**config.mk**
```make
export PLATFORM = sky130hd
export DESIGN_NAME = fifo_queue_with_search_unit
export DESIGN_NICKNAME = d
export VERILOG_FILES = /design/src/rtl/fqs_pkg.sv /design/src/rtl/fqs_ram.sv /design/src/rtl/fqs_ctrl.sv /design/src/rtl/fqs_dpath.sv /design/src/rtl/fifo_queue_with_search_unit.sv
export SDC_FILE = /design/constraint.sdc
export NUM_CORES = 1
export LEC_CHECK = 0
export BUFFER_PORTS_ARGS = -buffer_cell sky130_fd_sc_hd__buf_2
export CORE_ASPECT_RATIO = 0.75
export CORE_MARGIN = 2
export CORE_UTILIZATION = 61
export DETAILED_ROUTE_END_ITERATION = 8
export PLACE_DENSITY = 0.76
export SYNTH_ARGS = -nofsm -noshare
export SYNTH_HDL_FRONTEND = slang
export SYNTH_SLANG_ARGS = --single-unit
```
**constraint.sdc**
```tcl
create_clock -name i_clk -period 5.1 [get_ports i_clk]
set_clock_uncertainty 0.05 [all_clocks]
set_input_delay 0.255 -clock i_clk [delete_from_list [all_inputs] [get_ports i_clk]]
set_output_delay 0.255 -clock i_clk [all_outputs]
set_load 0.01 [all_outputs]
```
**src/rtl/fqs_pkg.sv**
```systemverilog
// Shared types and constants of the searchable queue.
// Used by the controller, the datapath and the top level; depends on nothing.
`default_nettype none

package fqs_pkg;

    // Field widths of the stream words
    localparam int OP_W       = 2;
    localparam int DATA_W     = 32;
    localparam int DIST_W     = 5;
    localparam int OCC_W      = 5;
    localparam int ST_W       = 2;
    localparam int OUT_DATA_W = 80;

    // Operation codes
    localparam logic [OP_W-1:0] OP_PUSH   = 2'd0;
    localparam logic [OP_W-1:0] OP_POP    = 2'd1;
    localparam logic [OP_W-1:0] OP_SEARCH = 2'd2;

    // Result status codes
    localparam logic [ST_W-1:0] ST_OK        = 2'd0;
    localparam logic [ST_W-1:0] ST_POP_EMPTY = 2'd1;
    localparam logic [ST_W-1:0] ST_PUSH_FULL = 2'd2;

    // Commands from the controller to the datapath
    typedef struct packed {
        logic capture;     // latch the incoming word, clear result fields
        logic push;        // write at tail, advance tail, count up
        logic push_full;   // flag dropped push
        logic pop;         // take head word, advance head, count down
        logic pop_empty;   // flag ignored pop
        logic head_load;   // refresh head word from the RAM read data
        logic scan_start;  // begin search at the head
        logic scan_step;   // move search to the next entry
        logic found;       // record match distance
        logic out_load;    // load the output register
    } t_fqs_cmd;

    // Status from the datapath to the controller
    typedef struct packed {
        logic [OP_W-1:0] op;
        logic            empty;
        logic            full;
        logic            match;
        logic            scan_last;
        logic            out_free;
    } t_fqs_stat;

endpackage

`default_nettype wire

```
**src/rtl/fqs_ram.sv**
```systemverilog
// Generic single-write, single-read RAM with registered read data.
// No dependencies.
`default_nettype none

module fqs_ram #(
    parameter int WIDTH = 32,
    parameter int DEPTH = 16
) (
    input  wire logic                     i_clk,
    input  wire logic                     i_we,
    input  wire logic [$clog2(DEPTH)-1:0] i_waddr,
    input  wire logic [WIDTH-1:0]         i_wdata,
    input  wire logic [$clog2(DEPTH)-1:0] i_raddr,
    output logic      [WIDTH-1:0]         o_rdata
);

    logic [WIDTH-1:0] r_mem [DEPTH];

    // Write port
    always_ff @(posedge i_clk) begin
        if (i_we) begin
            r_mem[i_waddr] <= i_wdata;
        end
    end

    // Registered read port
    always_ff @(posedge i_clk) begin
        o_rdata <= r_mem[i_raddr];
    end

endmodule

`default_nettype wire

```
**src/rtl/fqs_ctrl.sv**
```systemverilog
// Controller of the searchable queue: sequences one operation at a time.
// Depends on fqs_pkg for the command and status structs and the codes.
`default_nettype none

module fqs_ctrl (
    input  wire logic              i_clk,
    input  wire logic              i_rst_n,
    input  wire logic              i_in_valid,
    output logic                   o_in_ready,
    input  wire fqs_pkg::t_fqs_stat i_stat,
    output fqs_pkg::t_fqs_cmd      o_cmd
);

    import fqs_pkg::*;

    localparam logic [2:0] S_IDLE    = 3'd0;
    localparam logic [2:0] S_DECODE  = 3'd1;
    localparam logic [2:0] S_POPWAIT = 3'd2;
    localparam logic [2:0] S_SCAN    = 3'd3;
    localparam logic [2:0] S_OUT     = 3'd4;

    logic [2:0] r_state;
    logic [2:0] n_state;

    assign o_in_ready = (r_state == S_IDLE);

    // Next state and commands
    always_comb begin
        n_state = r_state;
        o_cmd   = '0;
        case (r_state)
            S_IDLE: begin
                if (i_in_valid) begin
                    o_cmd.capture = 1'b1;
                    n_state       = S_DECODE;
                end
            end
            S_DECODE: begin
                n_state = S_OUT;
                case (i_stat.op)
                    OP_PUSH: begin
                        if (i_stat.full) begin
                            o_cmd.push_full = 1'b1;
                        end else begin
                            o_cmd.push = 1'b1;
                        end
                    end
                    OP_POP: begin
                        if (i_stat.empty) begin
                            o_cmd.pop_empty = 1'b1;
                        end else begin
                            o_cmd.pop = 1'b1;
                            n_state   = S_POPWAIT;
                        end
                    end
                    OP_SEARCH: begin
                        if (!i_stat.empty) begin
                            o_cmd.scan_start = 1'b1;
                            n_state          = S_SCAN;
                        end
                    end
                    default: begin
                        n_state = S_OUT;
                    end
                endcase
            end
            S_POPWAIT: begin
                o_cmd.head_load = 1'b1;
                n_state         = S_OUT;
            end
            S_SCAN: begin
                if (i_stat.match) begin
                    o_cmd.found = 1'b1;
                    n_state     = S_OUT;
                end else if (i_stat.scan_last) begin
                    n_state = S_OUT;
                end else begin
                    o_cmd.scan_step = 1'b1;
                end
            end
            S_OUT: begin
                if (i_stat.out_free) begin
                    o_cmd.out_load = 1'b1;
                    n_state        = S_IDLE;
                end
            end
            default: begin
                n_state = S_IDLE;
            end
        endcase
    end

    // State register
    always_ff @(posedge i_clk) begin
        if (!i_rst_n) begin
            r_state <= S_IDLE;
        end else begin
            r_state <= n_state;
        end
    end

    // An accepted word always goes to decode next
    a_accept_decode: assert property (@(posedge i_clk) disable iff (!i_rst_n)
        (i_in_valid && o_in_ready) |=> (r_state == S_DECODE))
        else $error("accepted word did not enter decode");

    // A search hit ends the scan at once
    a_hit_ends_scan: assert property (@(posedge i_clk) disable iff (!i_rst_n)
        (r_state == S_SCAN && i_stat.match) |=> (r_state == S_OUT))
        else $error("search hit did not end the scan");

endmodule

`default_nettype wire

```
**src/rtl/fqs_dpath.sv**
```systemverilog
// Datapath of the searchable queue: ring pointers, entry RAM, scan counter,
// result and output registers. Depends on fqs_pkg and fqs_ram.
`default_nettype none

module fqs_dpath #(
    parameter int QUEUE_DEPTH = 16,
    parameter int WORD_WIDTH  = 32
) (
    input  wire logic                            i_clk,
    input  wire logic                            i_rst_n,
    input  wire logic [fqs_pkg::OP_W-1:0]        i_op,
    input  wire logic [fqs_pkg::DATA_W-1:0]      i_value,
    input  wire fqs_pkg::t_fqs_cmd               i_cmd,
    output fqs_pkg::t_fqs_stat                   o_stat,
    input  wire logic                            i_out_ready,
    output logic                                 o_out_valid,
    output logic [fqs_pkg::OUT_DATA_W-1:0]       o_out_data,
    output logic [fqs_pkg::ST_W-1:0]             o_out_status
);

    import fqs_pkg::*;

    localparam int AW = $clog2(QUEUE_DEPTH);
    localparam int CW = $clog2(QUEUE_DEPTH + 1);

    function automatic logic [AW-1:0] ring_next(input logic [AW-1:0] idx);
        return (idx == AW'(QUEUE_DEPTH - 1)) ? '0 : idx + AW'(1);
    endfunction

    logic [OP_W-1:0]       r_op;
    logic [WORD_WIDTH-1:0] r_word;
    logic [AW-1:0]         r_head;
    logic [AW-1:0]         r_tail;
    logic [CW-1:0]         r_count;
    logic [WORD_WIDTH-1:0] r_head_word;
    logic [AW-1:0]         r_scan_idx;
    logic [CW-1:0]         r_scan_k;
    logic [DATA_W-1:0]     r_popped;
    logic [DIST_W-1:0]     r_dist;
    logic [ST_W-1:0]       r_status;
    logic                  r_out_valid;
    logic [OUT_DATA_W-1:0] r_out_data;
    logic [ST_W-1:0]       r_out_status;

    logic [AW-1:0]         raddr;
    logic [WORD_WIDTH-1:0] rdata;
    logic                  is_empty;
    logic                  is_full;
    logic [DATA_W-1:0]     head_out;

    assign is_empty = (r_count == '0);
    assign is_full  = (r_count == CW'(QUEUE_DEPTH));
    assign head_out = is_empty ? '0 : DATA_W'(r_head_word);

    // Read address: next head on pop, head to start a scan, next entry while scanning
    always_comb begin
        raddr = r_head;
        if (i_cmd.pop) begin
            raddr = ring_next(r_head);
        end else if (i_cmd.scan_step) begin
            raddr = ring_next(r_scan_idx);
        end
    end

    fqs_ram #(
        .WIDTH (WORD_WIDTH),
        .DEPTH (QUEUE_DEPTH)
    ) u_ram (
        .i_clk   (i_clk),
        .i_we    (i_cmd.push),
        .i_waddr (r_tail),
        .i_wdata (r_word),
        .i_raddr (raddr),
        .o_rdata (rdata)
    );

    // Status back to the controller
    always_comb begin
        o_stat.op        = r_op;
        o_stat.empty     = is_empty;
        o_stat.full      = is_full;
        o_stat.match     = (rdata == r_word);
        o_stat.scan_last = ((r_scan_k + CW'(1)) == r_count);
        o_stat.out_free  = !r_out_valid || i_out_ready;
    end

    // Ring pointers and occupancy
    always_ff @(posedge i_clk) begin
        if (!i_rst_n) begin
            r_head  <= '0;
            r_tail  <= '0;
            r_count <= '0;
        end else if (i_cmd.push) begin
            r_tail  <= ring_next(r_tail);
            r_count <= r_count + CW'(1);
        end else if (i_cmd.pop) begin
            r_head  <= ring_next(r_head);
            r_count <= r_count - CW'(1);
        end
    end

    // Input word, head copy, scan position and result fields
    always_ff @(posedge i_clk) begin
        if (i_cmd.capture) begin
            r_op     <= i_op;
            r_word   <= WORD_WIDTH'(i_value);
            r_popped <= '0;
            r_dist   <= '1;
            r_status <= ST_OK;
        end
        if (i_cmd.push && is_empty) begin
            r_head_word <= r_word;
        end
        if (i_cmd.head_load) begin
            r_head_word <= rdata;
        end
        if (i_cmd.push_full) begin
            r_status <= ST_PUSH_FULL;
        end
        if (i_cmd.pop_empty) begin
            r_status <= ST_POP_EMPTY;
        end
        if (i_cmd.pop) begin
            r_popped <= DATA_W'(r_head_word);
        end
        if (i_cmd.scan_start) begin
            r_scan_idx <= r_head;
            r_scan_k   <= '0;
        end
        if (i_cmd.scan_step) begin
            r_scan_idx <= ring_next(r_scan_idx);
            r_scan_k   <= r_scan_k + CW'(1);
        end
        if (i_cmd.found) begin
            r_dist <= DIST_W'(r_scan_k);
        end
    end

    // Output register: hold until taken
    always_ff @(posedge i_clk) begin
        if (!i_rst_n) begin
            r_out_valid <= 1'b0;
        end else if (i_cmd.out_load) begin
            r_out_valid <= 1'b1;
        end else if (i_out_ready) begin
            r_out_valid <= 1'b0;
        end
    end

    always_ff @(posedge i_clk) begin
        if (i_cmd.out_load) begin
            r_out_data   <= {4'b0000, OCC_W'(r_count), is_full, is_empty,
                             head_out, r_dist, r_popped};
            r_out_status <= r_status;
        end
    end

    assign o_out_valid  = r_out_valid;
    assign o_out_data   = r_out_data;
    assign o_out_status = r_out_status;

    // Occupancy never exceeds the ring
    a_count_bound: assert property (@(posedge i_clk) disable iff (!i_rst_n)
        r_count <= CW'(QUEUE_DEPTH))
        else $error("occupancy beyond queue depth");

    // Pointers meet exactly when the ring is empty or full
    a_ptr_meet: assert property (@(posedge i_clk) disable iff (!i_rst_n)
        (r_head == r_tail) == (is_empty || is_full))
        else $error("ring pointers disagree with occupancy");

endmodule

`default_nettype wire

```
**src/rtl/fifo_queue_with_search_unit.sv**
```systemverilog
// Top level of the searchable queue: controller, datapath and entry RAM.
// Depends on fqs_pkg, fqs_ctrl, fqs_dpath and fqs_ram.
//
// A bounded FIFO of words held in a ring of QUEUE_DEPTH entries in one RAM
// with a single read port. Each input word carries an operation in tuser
// (push, pop, search) and a value in tdata; each produces exactly one output
// word with the popped value, the search distance (-1 when absent or not a
// search), the head value, empty and full flags, occupancy, and a status in
// tuser (ok, pop on empty ignored, push on full dropped). One operation is
// handled at a time. Push, a refused pop, a search on an empty queue and the
// unused code go through accept, decode and output load. A pop adds one RAM
// read between decode and output load to fetch the new head. A search scans
// between decode and output load, from the head until a match or through the
// occupancy: the scan reads one entry per cycle through the RAM read port.
// While the output register stays full, the output load waits. The output
// register holds a result until it is taken while the next word is accepted.
// The RAM needs no clearing after reset; entries that were never written are
// never shown.
`default_nettype none

module fifo_queue_with_search_unit #(
    parameter int QUEUE_DEPTH = 16,
    parameter int WORD_WIDTH  = 32
) (
    input  wire logic        i_clk,
    input  wire logic        i_rst_n,
    input  wire logic        s_axis_tvalid,
    output logic             s_axis_tready,
    input  wire logic [31:0] s_axis_tdata,   // [31:0] value
    input  wire logic [1:0]  s_axis_tuser,   // [1:0] operation
    output logic             m_axis_tvalid,
    input  wire logic        m_axis_tready,
    output logic [79:0]      m_axis_tdata,   // [31:0] popped_value, [36:32] match_distance,
                                             // [68:37] head_value, [69] queue_empty,
                                             // [70] queue_full, [75:71] occupancy, [79:76] zero
    output logic [1:0]       m_axis_tuser    // [1:0] status
);

    import fqs_pkg::*;

    t_fqs_cmd  cmd;
    t_fqs_stat stat;

    fqs_ctrl u_ctrl (
        .i_clk      (i_clk),
        .i_rst_n    (i_rst_n),
        .i_in_valid (s_axis_tvalid),
        .o_in_ready (s_axis_tready),
        .i_stat     (stat),
        .o_cmd      (cmd)
    );

    fqs_dpath #(
        .QUEUE_DEPTH (QUEUE_DEPTH),
        .WORD_WIDTH  (WORD_WIDTH)
    ) u_dpath (
        .i_clk        (i_clk),
        .i_rst_n      (i_rst_n),
        .i_op         (s_axis_tuser),
        .i_value      (s_axis_tdata),
        .i_cmd        (cmd),
        .o_stat       (stat),
        .i_out_ready  (m_axis_tready),
        .o_out_valid  (m_axis_tvalid),
        .o_out_data   (m_axis_tdata),
        .o_out_status (m_axis_tuser)
    );

endmodule

`default_nettype wire
```
==> results of run 1 <==
-- final timing paths --
check                            start                        end  slack (ns)  cells past startpoint
setup reg to reg    u_dpath.r_word[24]  u_dpath.u_ram.o_rdata[19]        0.59                     10
hold reg to reg   u_dpath.r_popped[22]     u_dpath.o_out_data[22]        0.37                      0
setup / recovery    u_dpath.r_word[24]  u_dpath.u_ram.o_rdata[19]        0.59                     10
hold / removal        s_axis_tdata[10]         u_dpath.r_word[10]        0.30                      2
-- layout make-up --
cell class,count,area [sq um],share of cell area
Inverter,17,63.8,0.00194
Timing Repair Buffer,206,1410,0.0428
Clock buffer,99,1970,0.0598
Tap cell,630,788,0.0240
Clock inverter,30,447,0.0136
Sequential cell,753,22100,0.672
Multi-Input combinational cell,752,6110,0.186
-- cells in the mapped netlist (20+ instances only) --
cell type    n
dfxtp_1     51
or4_1       32
xnor2_1     41
mux2_2      32
nand2_1     24
buf_2       31
o22ai_1    130
nor2_1      40
clkbuf_1    23
edfxtp_1   702
mux2i_1    258
buf_4       20
and2_1      67
-- power by group --
part	switching, mW	internal, mW	leakage [nW]
clock network	2.22	3.26	1.17
logic	0.237	0.141	2.57
registers	0.107	6.87	6.79
-- kinds of logic (layout without fill, tap and decap cells) --
family / count (synthesis) / after routing / synth area share
flops: 753 / 753 / 0.773
mux: 290 / 290 / 0.103
simple gates: 218 / 218 / 0.0434
compound gates: 176 / 176 / 0.0398
buf+inv: 97 / 352 / 0.0180
xor+xnor: 50 / 50 / 0.0159
fa+ha+maj: 14 / 14 / 0.00639
other cells: 1 / 4 / 0.000131
-- what timing repair did --
item,CTS,global route
hold buffers,37,0
hold endpoints to repair,38,0
setup endpoints to repair,0,0
-- registers in the layout, summed over array words and instances (netlist names) --
register and count:
u_dpath.r_op 2, u_dpath.r_tail 4, u_dpath.r_popped 32, u_dpath.r_count 5
u_ctrl.r_state 3, u_dpath.o_out_data 76, u_dpath.o_out_status 2, u_dpath.r_head 4
u_dpath.o_out_valid 1, u_dpath.r_status 2, u_dpath.r_head_word 32, u_dpath.r_scan_k 5
u_dpath.u_ram.r_mem 512, u_dpath.r_scan_idx 4, u_dpath.u_ram.o_rdata 32, u_dpath.r_dist 5
u_dpath.r_word 32
-- metal layers --
layer / vias up / global-route usage / routed length [um]
li1: 6676 / - / -
met1: 7793 / 0.385 / 27300
met2: 681 / 0.433 / 31500
met3: 117 / 0.0571 / 5330
met4: 0 / 0.0801 / 1620
met5: - / 0 / 0
-- worst max-delay path: cells and delay by family (launching register included) --
family,cells,cell delay [ns]
AOI/OAI and AO/OA,3,0.73
and+or+nand+nor,4,1.39
buffers and inverters,1,0.49
DFF,1,0.62
muxes,1,0.28
xor gates and xnor gates,1,0.67
==> results.cfg, run 1 <==
[status]
outcome = finished, final reports clean

[place]
dp_cells = 2321
place_area_sq_um = 30100
post-place-ws_ns = 0.670
io_buffers = 117
hpwl_um = 36000
gp_congestion = 0.818

[setup_path]
arrival_ns = 4.93
path_class = flop to flop
slowest_stage = xnor2_1
max_stage_delay_ns = 0.67
crit_fanout = 77
cp_cell_sequence = xnor2_1 > nand4_1 > nor4_2 > a31o_4 > nand3_1 > o211ai_4 > buf_12 > mux2i_1 > o22ai_1 > or4_1
cp-start-kind = flop
cp-end-kind = flop
required_ns = 5.52

[yosys]
synth_top_area_frac = 0.738
synth_edf_count = 702
syn_area_per_cell_sq_um = 17.9
syn_inst = 1599
syn_area_sq_um = 28600
ys.flop_type = edfxtp_1
synth_top_area_cell = edfxtp_1
ys_warn_count = 0
synth.distinct_cells = 48
ys_ff_latch = 753
synth_area_leaders = edfxtp_1 74%, mux2i_1 9.0%, dfxtp_1 3.6%, o22ai_1 2.8%, and2_1 1.5%
ys_seq_area_frac = 0.773
synthArstFlopShare = 0

[floorplan]
io_pins = 122
core_sq_um = 46100
die_h_um = 191
die_x_um = 254
rows = 68
start_util = 0.620
dieArea_sq_um = 48600

[final_layout]
final_cells = 2487
fill_cells = 2854
utilization = 0.713
final_cell_mix = 702 x edfxtp_1, 258 x mux2i_1, 130 x o22ai_1
layout-drive-gt1-share = 0.178
area.growth.synth_to_final_pct = 15.1
fin_area_sq_um = 32900
nNetsFinal = 1852
final_common_cell = edfxtp_1
antennaDiodeCount = 0

[clock_network]
clk_pin_slew_ns = 0.06
clkLatencyLatePin_ns = 0.62
cts_root_buf = clkbuf_16
cts_tree = done
h-tree-depth = 3
cts_resized = 0
cts-buffers-inserted = 70
cts_buffer_depth = 3
clock_sinks = 753
cts_setup_buffers = 0

[timing]
worstMarginPinSlew_ns = 1.13
final-setup-viol-count = 0
hold_slack_ns = 0.296
finalCritPeriodShare = 0.883
fin_ws_ns = 0.595
fmax_ghz = 0.222
finalSetupTns_ns = 0
period_needed_ns = 4.51
rsz0062_at_grt = false
slew_violations = 0
slew_headroom = 0.249
hold_viol = 0

[routing]
drt-initial-drc-count = 1505
drt-total-wl_um = 65800
drc = 0
drtPass1Iterations = 5
via_per_inst = 6.14
vias = 15267
wl_per_cell_um = 26.4
ant_nets = 0

[power]
vdd_ir_drop_max_v = 0.000301
p_per_area_nw_per_um2 = 390
totalPowerFinal_mw = 12.8
leakagePower_nw = 10.5

[global_routing]
grt_pass1_wl_um = 94800
antenna_found_initial = 0
grt_max_degree = 79
overflow = 0
grt_pass1_vias = 14885
gr-usage-all-layers = 0.272

[run]
maxCapViolCount = 0

[worst_hold_path]
hold_class = input port to flop
Power figures use the tool's default switching activity.
==> run 2: changes to the inputs <==
- CORE_UTILIZATION: 61 -> 65
- PLACE_DENSITY: 0.76 -> 0.8
- clock period: 5.1 -> 5.5 ns (I/O delays scaled with it)
==> run 2 against run 1 <==
Effect of this change:
- worst setup slack improved by 0.36 ns
- critical endpoint is now u_dpath.u_ram.o_rdata[18]
- clock power fell by 16%
- critical path depth did not move
- highest routed layer unchanged
- largest cell class unchanged
==> results.cfg, run 2 (synthesis results as in run 1) <==
[timing]
hold_slack_ns = 0.0881
period_needed_ns = 4.55
slew_violations = 0
rsz0062_at_grt = false
finalCritPeriodShare = 0.827
fin_ws_ns = 0.954
final-setup-viol-count = 0
finalSetupTns_ns = 0
worstMarginPinSlew_ns = 1.24
hold_viol = 0
fmax_ghz = 0.220
slew_headroom = 0.169

[final_layout]
nNetsFinal = 1843
area.growth.synth_to_final_pct = 13.8
final_cell_mix = 702 x edfxtp_1, 258 x mux2i_1, 130 x o22ai_1
layout-drive-gt1-share = 0.168
largest_reg_flops = 512
fill_cells = 2466
antennaDiodeCount = 0
final-seq-area_sq_um = 22100
top_register = u_dpath.u_ram.r_mem
final_common_cell = edfxtp_1
multi_input_area_sq_um = 6100

[routing]
wl_per_cell_um = 26.8
via_per_inst = 6.35
drt-total-wl_um = 64900
drt-initial-drc-count = 1865
vias = 15364
drc = 0
drtPass1Iterations = 5
ant_nets = 0

[setup_path]
r2r_setup_slack_ns = 0.95
cp-end-kind = flop
cp-start-kind = flop
crit_fanout = 68
required_ns = 5.91
path_class = flop to flop
arrival_ns = 4.96

[global_routing]
grtUsageMet1 = 0.414
overflow = 0
top_usage_layer = met2
gr-usage-all-layers = 0.291
antenna_found_initial = 0
grt_pass1_wl_um = 95400
grtUsageMet2 = 0.457
grt_max_degree = 79
grt_pass1_vias = 15123
use_met3 = 0.0662

[place]
hpwl_um = 35900
gp_congestion = 0.826
io_buffers = 117
post-place-ws_ns = 1.13

[clock_network]
cts_root_buf = clkbuf_16
cts_hold_buf = 36
clkLatencyLatePin_ns = 0.60
cts-buffers-inserted = 69
cts_tree = done
clk_pin_slew_ns = 0.06
clock_sinks = 753
h-tree-depth = 3
cts_buffer_depth = 3
cts_resized = 0
cts_setup_buffers = 0

[power]
p_per_area_nw_per_um2 = 351
vdd_ir_drop_max_v = 0.000379
leakagePower_nw = 10.4

[floorplan]
rows = 66
core_sq_um = 43400
start_util = 0.659
dieArea_sq_um = 45700
die_h_um = 186
die_x_um = 246
io_pins = 122

[worst_hold_path]
hold_class = input port to flop

[run]
maxCapViolCount = 0

[status]
outcome = finished, final reports clean
-- run 2: cell count changes in the layout (fill, tap and decap cells not counted), moves of 2 or more --
cell | before | now
buf_12 | 5 | 8
buf_4 | 47 | 37
bufinv_16 | 11 | 3
clkbuf_1 | 23 | 27
clkbuf_8 | 2 | 5
clkinv_1 | 7 | 10
clkinv_2 | 8 | 5
clkinv_8 | 2 | 0
inv_6 | 2 | 0
-- run 2: final timing paths --
check | from | to | cells past startpoint
worst max-delay path | u_dpath.r_word[5] | u_dpath.u_ram.o_rdata[18] | 10
worst min-delay path | m_axis_tready | u_dpath.o_out_valid | 3
worst max register to register | u_dpath.r_word[5] | u_dpath.u_ram.o_rdata[18] | 10
worst min register to register | u_dpath.r_popped[13] | u_dpath.o_out_data[13] | 0
-- run 2: per-stage QoR --
step           power (mW)  cells  cell area (sq um)  utilization
2_1_floorplan        6.74   1602              28600            -
3_3_place_gp         6.90   2262              30000        0.692
3_5_place_dp         6.92   2262              30000        0.692
4_1_cts              11.5   2421              32500        0.750
5_1_grt              11.7   2421              32500        0.750
6_report             11.4   2421              32500        0.750
-- run 2: critical path: stages (launching register included) --
cell	delay (ns)
edfxtp_1	0.76
xnor2_1	0.30
nand4_1	0.19
nor4_2	0.08
a31o_4	0.28
or2b_1	0.28
o211ai_4	0.97
buf_12	0.45
mux2i_1	0.33
o22ai_1	0.15
or4_1	0.44
-- run 2: area by class of cell --
cell class	instances	area share
clock buffer	105	0.0614
clock inverter	18	0.00469
inverter	17	0.00196
multi-input combinational	752	0.188
sequential	753	0.680
tap	578	0.0222
timing repair buffer	198	0.0426
-- run 2: power by group --
part / internal, mW / switching, mW / total, mW
Combinational: 0.129 / 0.216 / 0.345
Sequential: 6.38 / 0.109 / 6.48
Clock: 2.64 / 1.95 / 4.59
-- run 2: routing by layer --
| metal | vias up | wire length (um) |
|---|---|---|
| met5 | - | 0 |
| met1 | 7762 | 26100 |
| met2 | 837 | 30700 |
| met3 | 126 | 6380 |
| li1 | 6639 | - |
| met4 | 0 | 1700 |
